[src/sv/spq_pkg.sv]
package spq_pkg;

  localparam int VALUE_W    = 32;
  localparam int PRI_REQ_W  = 7;
  localparam int STATUS_W   = 2;
  localparam int COUNT_W    = 5;

  localparam logic CMD_PUSH = 1'b0;
  localparam logic CMD_POP  = 1'b1;

  typedef enum logic [STATUS_W-1:0] {
    STATUS_OK    = 2'd0,
    STATUS_EMPTY = 2'd1,
    STATUS_FULL  = 2'd2
  } status_t;

  typedef struct packed {
    logic                        command;
    logic signed [VALUE_W-1:0]   value;
    logic        [PRI_REQ_W-1:0] priority_req;
  } spq_req_t;

  typedef struct packed {
    logic signed [VALUE_W-1:0] popped_value;
    status_t                   status;
    logic signed [VALUE_W-1:0] head_value;
    logic        [COUNT_W-1:0] entry_count;
  } spq_rsp_t;

  typedef struct packed {
    logic load;
    logic push;
    logic pop;
  } spq_cmd_t;

  typedef struct packed {
    logic full;
    logic empty;
  } spq_flags_t;

endpackage

[src/sv/spq_ctrl.sv]
module spq_ctrl (
  input  logic                clk,
  input  logic                rst,
  input  logic                start,
  input  logic                command,
  input  spq_pkg::spq_flags_t flags,
  output spq_pkg::spq_cmd_t   cmd,
  output logic                busy,
  output logic                done,
  output spq_pkg::status_t    status
);
  import spq_pkg::*;

  typedef enum logic {
    ST_BOOT,
    ST_RUN
  } state_t;

  state_t  state;
  status_t status_next;
  logic    accept;

  assign busy   = (state == ST_BOOT);
  assign accept = start && !busy;

  always_comb begin
    cmd.load    = accept;
    cmd.push    = 1'b0;
    cmd.pop     = 1'b0;
    status_next = STATUS_OK;
    if (command == CMD_PUSH) begin
      if (flags.full) begin
        status_next = STATUS_FULL;
      end else begin
        cmd.push = accept;
      end
    end else begin
      if (flags.empty) begin
        status_next = STATUS_EMPTY;
      end else begin
        cmd.pop = accept;
      end
    end
  end

  always_ff @(posedge clk) begin
    if (rst) begin
      state  <= ST_BOOT;
      done   <= 1'b0;
      status <= STATUS_OK;
    end else begin
      case (state)
        ST_BOOT: state <= ST_RUN;
        ST_RUN:  state <= ST_RUN;
        default: state <= ST_BOOT;
      endcase
      done <= accept;
      if (accept) begin
        status <= status_next;
      end
    end
  end

endmodule

[src/sv/spq_datapath.sv]
module spq_datapath #(
  parameter int CAPACITY        = 16,
  parameter int PRIORITY_LEVELS = 100,
  parameter int VALUE_BITS      = 32
) (
  input  logic                            clk,
  input  logic                            rst,
  input  spq_pkg::spq_cmd_t               cmd,
  input  logic signed [spq_pkg::VALUE_W-1:0]   value,
  input  logic        [spq_pkg::PRI_REQ_W-1:0] priority_req,
  output spq_pkg::spq_flags_t             flags,
  output logic signed [spq_pkg::VALUE_W-1:0]   popped_value,
  output logic signed [spq_pkg::VALUE_W-1:0]   head_value,
  output logic        [spq_pkg::COUNT_W-1:0]   entry_count
);
  import spq_pkg::*;

  localparam int PRI_W      = (PRIORITY_LEVELS > 2) ? $clog2(PRIORITY_LEVELS) : 1;
  localparam int STORE_BITS = (VALUE_BITS < VALUE_W) ? VALUE_BITS : VALUE_W;
  localparam int CNT_W      = $clog2(CAPACITY + 1);
  localparam int PRI_EXT_W  = PRI_REQ_W + 2;

  logic [PRI_W-1:0]      slot_priority [CAPACITY];
  logic [STORE_BITS-1:0] slot_value    [CAPACITY];
  logic [CNT_W-1:0]      occupancy;
  logic [STORE_BITS-1:0] popped;

  logic [PRI_EXT_W-1:0]  pri_ext;
  logic [PRI_W-1:0]      pri_sat;
  logic [STORE_BITS-1:0] value_in;
  logic [CAPACITY-1:0]   later;

  assign pri_ext  = PRI_EXT_W'(priority_req);
  assign pri_sat  = (pri_ext >= PRI_EXT_W'(PRIORITY_LEVELS)) ?
                    PRI_W'(PRIORITY_LEVELS - 1) : PRI_W'(pri_ext);
  assign value_in = STORE_BITS'(value);

  // a cell is "later" when it is empty or holds a strictly higher priority
  for (genvar i = 0; i < CAPACITY; i++) begin : g_cell
    logic                  prev_later;
    logic [PRI_W-1:0]      down_pri;
    logic [STORE_BITS-1:0] down_val;
    logic [PRI_W-1:0]      up_pri;
    logic [STORE_BITS-1:0] up_val;

    assign later[i] = (CNT_W'(i) >= occupancy) || (slot_priority[i] > pri_sat);

    if (i == 0) begin : g_first
      assign prev_later = 1'b0;
      assign down_pri   = slot_priority[i];
      assign down_val   = slot_value[i];
    end else begin : g_rest
      assign prev_later = later[i-1];
      assign down_pri   = slot_priority[i-1];
      assign down_val   = slot_value[i-1];
    end

    if (i == CAPACITY - 1) begin : g_last
      assign up_pri = slot_priority[i];
      assign up_val = slot_value[i];
    end else begin : g_inner
      assign up_pri = slot_priority[i+1];
      assign up_val = slot_value[i+1];
    end

    always_ff @(posedge clk) begin
      if (cmd.push) begin
        if (later[i]) begin
          if (prev_later) begin
            slot_priority[i] <= down_pri;
            slot_value[i]    <= down_val;
          end else begin
            slot_priority[i] <= pri_sat;
            slot_value[i]    <= value_in;
          end
        end
      end else if (cmd.pop) begin
        slot_priority[i] <= up_pri;
        slot_value[i]    <= up_val;
      end
    end
  end

  always_ff @(posedge clk) begin
    if (rst) begin
      occupancy <= '0;
    end else if (cmd.push) begin
      occupancy <= occupancy + CNT_W'(1);
    end else if (cmd.pop) begin
      occupancy <= occupancy - CNT_W'(1);
    end
  end

  always_ff @(posedge clk) begin
    if (cmd.load) begin
      popped <= cmd.pop ? slot_value[0] : '0;
    end
  end

  assign flags.full   = (occupancy == CNT_W'(CAPACITY));
  assign flags.empty  = (occupancy == '0);
  assign popped_value = VALUE_W'(popped);
  assign head_value   = flags.empty ? '0 : VALUE_W'(slot_value[0]);
  assign entry_count  = COUNT_W'(occupancy);

endmodule

[src/sv/stable_priority_queue.sv]
// channel   | ports                    | transaction
// ----------+--------------------------+-----------------------------------
// command   | start, busy, req         | start high and busy low at the edge
// result    | done, rsp                | done high for one cycle
//
// One command per cycle while busy is low: a command taken at one edge gives its result in
// the next cycle, with done high; a new command may be taken in that cycle.
// Insertion runs in parallel across the sorted row of slot registers.
// Synchronous reset empties the queue; busy is high for one cycle after it.
// The receiver cannot stall: each result is shown for exactly one cycle.
module stable_priority_queue #(
  parameter int CAPACITY        = 16,
  parameter int PRIORITY_LEVELS = 100,
  parameter int VALUE_BITS      = 32
) (
  input  logic              clk,
  input  logic              rst,
  input  logic              start,
  output logic              busy,
  input  spq_pkg::spq_req_t req,
  output logic              done,
  output spq_pkg::spq_rsp_t rsp
);
  import spq_pkg::*;

  spq_cmd_t   cmd;
  spq_flags_t flags;
  status_t    status;

  spq_ctrl u_ctrl (
    .clk     (clk),
    .rst     (rst),
    .start   (start),
    .command (req.command),
    .flags   (flags),
    .cmd     (cmd),
    .busy    (busy),
    .done    (done),
    .status  (status)
  );

  spq_datapath #(
    .CAPACITY        (CAPACITY),
    .PRIORITY_LEVELS (PRIORITY_LEVELS),
    .VALUE_BITS      (VALUE_BITS)
  ) u_datapath (
    .clk          (clk),
    .rst          (rst),
    .cmd          (cmd),
    .value        (req.value),
    .priority_req (req.priority_req),
    .flags        (flags),
    .popped_value (rsp.popped_value),
    .head_value   (rsp.head_value),
    .entry_count  (rsp.entry_count)
  );

  assign rsp.status = status;

`ifndef NO_ASSERTIONS
  a_done_follows_accept: assert property (@(posedge clk) disable iff (rst)
    done |-> $past(start && !busy))
    else $error("result without a taken command");

  a_empty_result: assert property (@(posedge clk) disable iff (rst)
    (done && rsp.status == STATUS_EMPTY) |->
      (rsp.entry_count == '0 && rsp.popped_value == '0 && rsp.head_value == '0))
    else $error("empty pop result inconsistent");

  a_full_count: assert property (@(posedge clk) disable iff (rst)
    (done && rsp.status == STATUS_FULL) |-> rsp.entry_count == COUNT_W'(CAPACITY))
    else $error("dropped push while not full");

  a_pop_count: assert property (@(posedge clk) disable iff (rst)
    (done && rsp.status == STATUS_OK && $past(req.command) == CMD_POP) |->
      rsp.entry_count == $past(rsp.entry_count) - COUNT_W'(1))
    else $error("pop did not remove one entry");
`endif

endmodule
[config.mk]
export PLATFORM = sky130hd
export DESIGN_NAME = stable_priority_queue
export DESIGN_NICKNAME = d
export VERILOG_FILES = /design/src/sv/spq_pkg.sv /design/src/sv/spq_ctrl.sv /design/src/sv/spq_datapath.sv /design/src/sv/stable_priority_queue.sv
export SDC_FILE = /design/constraint.sdc
export NUM_CORES = 2
export LEC_CHECK = 0
export BUFFER_PORTS_ARGS = -buffer_cell sky130_fd_sc_hd__buf_4
export CAP_MARGIN = 10
export CORE_AREA = 2 2 357 359
export CTS_BUF_LIST = sky130_fd_sc_hd__clkbuf_16
export CTS_CLUSTER_SIZE = 20
export DETAILED_ROUTE_END_ITERATION = 6
export DIE_AREA = 0 0 359 361
export SLEW_MARGIN = 25
export SYNTH_ARGS = -nofsm -noshare
export SYNTH_HDL_FRONTEND = slang
export SYNTH_SLANG_ARGS = --single-unit
[constraint.sdc]
create_clock -name clk -period 13.2 [get_ports clk]
set_input_delay 0.66 -clock clk [delete_from_list [all_inputs] [get_ports clk]]
set_output_delay 0.66 -clock clk [all_outputs]
set_load 0.02 [all_outputs]
# Word-level counts from Yosys, hierarchy flattened
# Memory sizes are Yosys's and may differ from the RTL's.
# Index checks and enable logic that the tools add are counted.
[op_classes]
n_bitwise = 63
addsub = 2
n_eq_ne = 1
muxes = 199
reduce_logical = 19
n_lt_le_gt_ge = 33
[ops]
columns = ["op", "count"]
rows = [
  ["32-bit 2-to-1 mux", 32],
  ["7-bit 2-to-1 mux", 32],
  ["1-bit 2-to-1 mux", 131],
  ["7-bit > comparator", 16],
  ["1-bit OR", 62],
  ["4-bit by 5-bit >= comparator with 1-bit output, first input constant", 8],
  ["3-bit by 5-bit >= comparator with 1-bit output, first input constant", 4],
  ["1-bit logical OR", 16],
  ["1-bit by 5-bit >= comparator with 1-bit output, first input constant", 2],
  ["2-bit by 5-bit >= comparator with 1-bit output, first input constant", 2],
  ["5-bit 2-to-1 mux", 2],
  ["7-bit >= comparator, second input constant", 1],
  ["5-bit by 1-bit adder with 5-bit output, second input constant", 1],
  ["5-bit equality test, second input constant", 1],
  ["5-bit zero test", 1],
  ["5-bit by 1-bit subtractor with 5-bit output, second input constant", 1],
  ["2-bit 2-to-1 mux", 2],
  ["2-bit nonzero test", 1],
  ["1-bit logical AND", 1],
  ["1-bit inverter", 1],
]
[totals]
ram_bits = 624
output_inout_bits = 73
regBits = 41
n_memories = 2
in_bits = 43
[mem_list]
columns = ["memory", "depth", "width", "read_ports", "rd_ports_with_merged_regs", "write_ports", "line_no", "source"]
rows = [
  ["u_datapath.slot_value", 16, 32, 16, 0, 16, "spq_datapath.sv:24", "logic [STORE_BITS-1:0] slot_value [CAPACITY];"],
  ["u_datapath.slot_priority", 16, 7, 16, 0, 16, "spq_datapath.sv:23", "logic [PRI_W-1:0] slot_priority [CAPACITY];"],
]

# Logic depth before layout (Yosys ltp)
[logic_depth]
ltp_word = 10
depth_mapped = 18
depth_no_buf = 11

# Cells and area by module
# Synthesis repeated with hierarchy kept, for this count alone.
[unflattened]
hier_cells = 3350
hier_area_um2 = 36183.5
[modules_own_cells]
columns = ["module", "seq_area_each_um2", "cells_each", "area_each_um2", "n_inst"]
rows = [
  ["spq_datapath", 19799.0, 3332, 36012.0, 1],
  ["spq_ctrl", 80.1, 18, 171.4, 1],
]

# Least setup slack after synthesis
# OpenSTA, ideal clock, no wires.
[synth_path]
kind = "in2reg"
from = "in req[5] (netlist bit)"
to = "mem u_datapath.slot_priority[13][0] (netlist bit) (enable)"
setup_ps = 489
setup_slack_ps = 6598
arrival_ps = 6113
cell_stages = 15
path_buffers = 6
cell_sequence = "buf_6 buf_6 buf_6 buf_2 nand2_1 or2_2 nand2b_1 inv_1 ha_1 nand3b_1 a211o_1 a31o_2 buf_2 buf_1 o21ai_0"
[synth_rtl]
columns = ["element", "line_no", "source"]
rows = [
  ["from (decl)", "stable_priority_queue.sv:20", "input spq_pkg::spq_req_t req,"],
  ["to (decl)", "spq_datapath.sv:23", ""],
]

==> results.yml <==
run_status:
  outcome: "finished clean"
pwr:
  ir_worst_vdd_v: 0.0000944
  finalPower_mw: 5.30
  p_per_area_nw_per_um2: 126
  leakage_nw: 14.6
routing:
  final_antenna_net_count: 0
  dr_total_vias: 29400
  finalWirelength_um: 116000
  drtIter0Drc: 3606
  drc_errors: 0
  wl_per_cell_um: 21.9
  dr.pass1.iters: 5
  viasPerCell: 5.57
logic_synthesis:
  yosysTopAreaCellShare_pct: 52.7
  synthFlopType: "edfxtp_1"
  ys_ff_latch: 665
  async_reset_ff_share_pct: 0
  synth.area.top_cells: "edfxtp_1 53%, nand2_1 7.0%, o211ai_1 5.1%, a221o_1 4.1%, ha_1 3.4%"
  synth.most_common_cell: "nand2_1"
  syn_area_sq_um: 37400
  synth_seq_area_share_pct: 53.2
  yosysWarnings: 0
  yosys.area.top_type: "edfxtp_1"
  yosysUniqueCellTypes: 79
  syn-num-nets: 3779
  synth_commonest_cells: "698 x nand2_1, 656 x edfxtp_1, 256 x o211ai_1"
  synth_edf_count: 656
  synth_area_per_cell_sq_um: 10.3
  syn_inst: 3635
sta:
  timing.fmax_mhz: 198
  setup_violations: 0
  period_share_pct: 38.2
  tightest_slew_ns: 1.09
  min_period_ns: 5.04
  maxSlewViolCount: 0
  rsz0062_at_grt: "false"
  hold_violations: 0
  relSlewSlack_pct: 27.3
  skew_ns: 0.0426
  finalSetupTns_ns: 0
clock_tree:
  hold_buffers: 0
  cts_tree: "yes"
  numCtsBuffers: 74
  cts_max_level: 3
  cts.repair.resized: 0
  post_cts_buffers: 0
  clkTransAtPathRegs_ns: 0.06
  clock-root-buffer: "clkbuf_16"
  clk_latency_ns: 0.66
  cts.sinks: 665
  clk_path_buf_depth: 3
floorplan:
  die_h_um: 361
  die_area_sq_um: 130000
  num_rows: 130
  pin_count: 116
  core_area_sq_um: 125000
  die_w_um: 359
  initial_utilization_pct: 29.8
grt:
  antenna_found_initial: 9
  grt_pass1_wl_um: 176000
  grt_max_degree: 226
  grt_overflow: 0
  grt_pass1_vias: 27600
  grt_usage_pct: 17.3
finish:
  diodes: 0
  final_nets: 3721
  area_growth_syn_to_layout_pct: 12.8
  utilization_pct: 33.6
  drive_above_1_share_pct: 11.4
setup_path:
  required_ns: 13.71
  critical_path_arrival_ns: 5.55
  worstSetupEndpointType: "register"
  cp-start-kind: "register"
  crit_type: "register to register"
  r2r_slack_ns: 8.16
  critPathMaxFanout: 70
placed_design:
  portBuffers: 115
  hpwlAfterDp_um: 80600
  place.gp.congestion: 0.890
job:
  maxCapViolCount: 0
min_path:
  hp-class: "input port to register"
-- metal layers --
layer	vias up	part of all wire [%]	global-route usage, %
met5	-	0.059	0
met4	12	2.4	4.88
met3	166	9.6	2.97
met2	1445	42	25.4
met1	14300	46	25.8
li1	13500	-	-
-- report_power, final --
group	internal (mW)	leakage, nW	switching (mW)
combinational	0.222	7.21	0.415
sequential	2.48	6.15	0.0782
clock	1.20	1.25	0.904
-- final cells by class --
type,count,area [sq um]
Fill cell,12600,83200
Sequential cell,665,19900
Multi-Input combinational cell,2580,16100
Tap cell,1650,2060
Clock buffer,75,1880
Timing Repair Buffer,184,1420
Clock inverter,60,549
Inverter,72,270
-- flip-flops by register name (all words and copies together), names as in the netlist --
name	flops
u_datapath.popped_value	32
u_ctrl.state	1
u_datapath.slot_priority	112
u_ctrl.status	2
u_ctrl.done	1
u_datapath.entry_count	5
u_datapath.slot_value	512
-- metrics by stage --
stage / instances / setup slack (ns) / hold WS, ns / instance area (sq um)
2_1_floorplan: 3635 / 6.60 / 0.514 / 37400
3_3_place_gp: 5151 / 7.94 / 0.444 / 39700
3_5_place_dp: 5151 / 7.94 / 0.452 / 39700
4_1_cts: 5286 / 8.17 / 0.223 / 42200
5_1_grt: 5286 / 7.78 / 0.268 / 42200
6_report: 5286 / 8.16 / 0.246 / 42200
-- cell usage in the layout (no fill, tap or decap), types with 9 or more instances in the layout --
cell type	n
clkinv_2	11
inv_1	89
nor2_1	148
a31oi_1	78
nor2b_1	37
ha_1	101
and2_1	181
o31ai_1	37
clkbuf_16	75
a21o_1	16
dfxtp_1	9
clkinv_1	14
o21ai_0	52
nor3_1	143
nand2_1	691
edfxtp_1	656
nand3_1	166
or3_1	75
a21oi_1	138
o221ai_1	14
nand3b_1	11
buf_4	181
o21ai_4	11
o31a_1	9
xor2_1	11
mux2i_1	32
a221o_1	155
mux2_2	73
o211ai_1	256
-- critical path, cell delays in order (launching register included) --
cell and delay, ns:
dfxtp_1 0.47, inv_1 0.17, ha_1 0.24, nor4b_4 0.21, buf_4 0.43, or3b_4 0.62, buf_4 0.56, buf_4 0.52
buf_4 0.66, nand2_1 0.48, nor3_1 0.29, a221o_1 0.14
-- path summary, 6_finish.rpt --
path                                                               end                              startpoint  depth (start not counted)
worst min register to register           u_ctrl.status[0]$_SDFFE_PP0P_           u_ctrl.status[0]$_SDFFE_PP0P_                          2
worst max-delay path            u_datapath.slot_value[0][43]$_DFFE_PP_  u_datapath.entry_count[1]$_SDFFE_PP0P_                         11
worst max register to register  u_datapath.slot_value[0][43]$_DFFE_PP_  u_datapath.entry_count[1]$_SDFFE_PP0P_                         11
worst min-delay path            u_datapath.entry_count[3]$_SDFFE_PP0P_                                     rst                          2
-- cell families after synthesis --
family,count (synthesis),synth area share [%]
compound gates,825,16.3
xor+xnor,20,0.488
fa+ha+maj,105,3.49
buf+inv,390,4.44
flops,665,53.2
mux,108,3.14
simple gates,1522,19.0
Note: power is estimated with default switching activity, not from simulation.
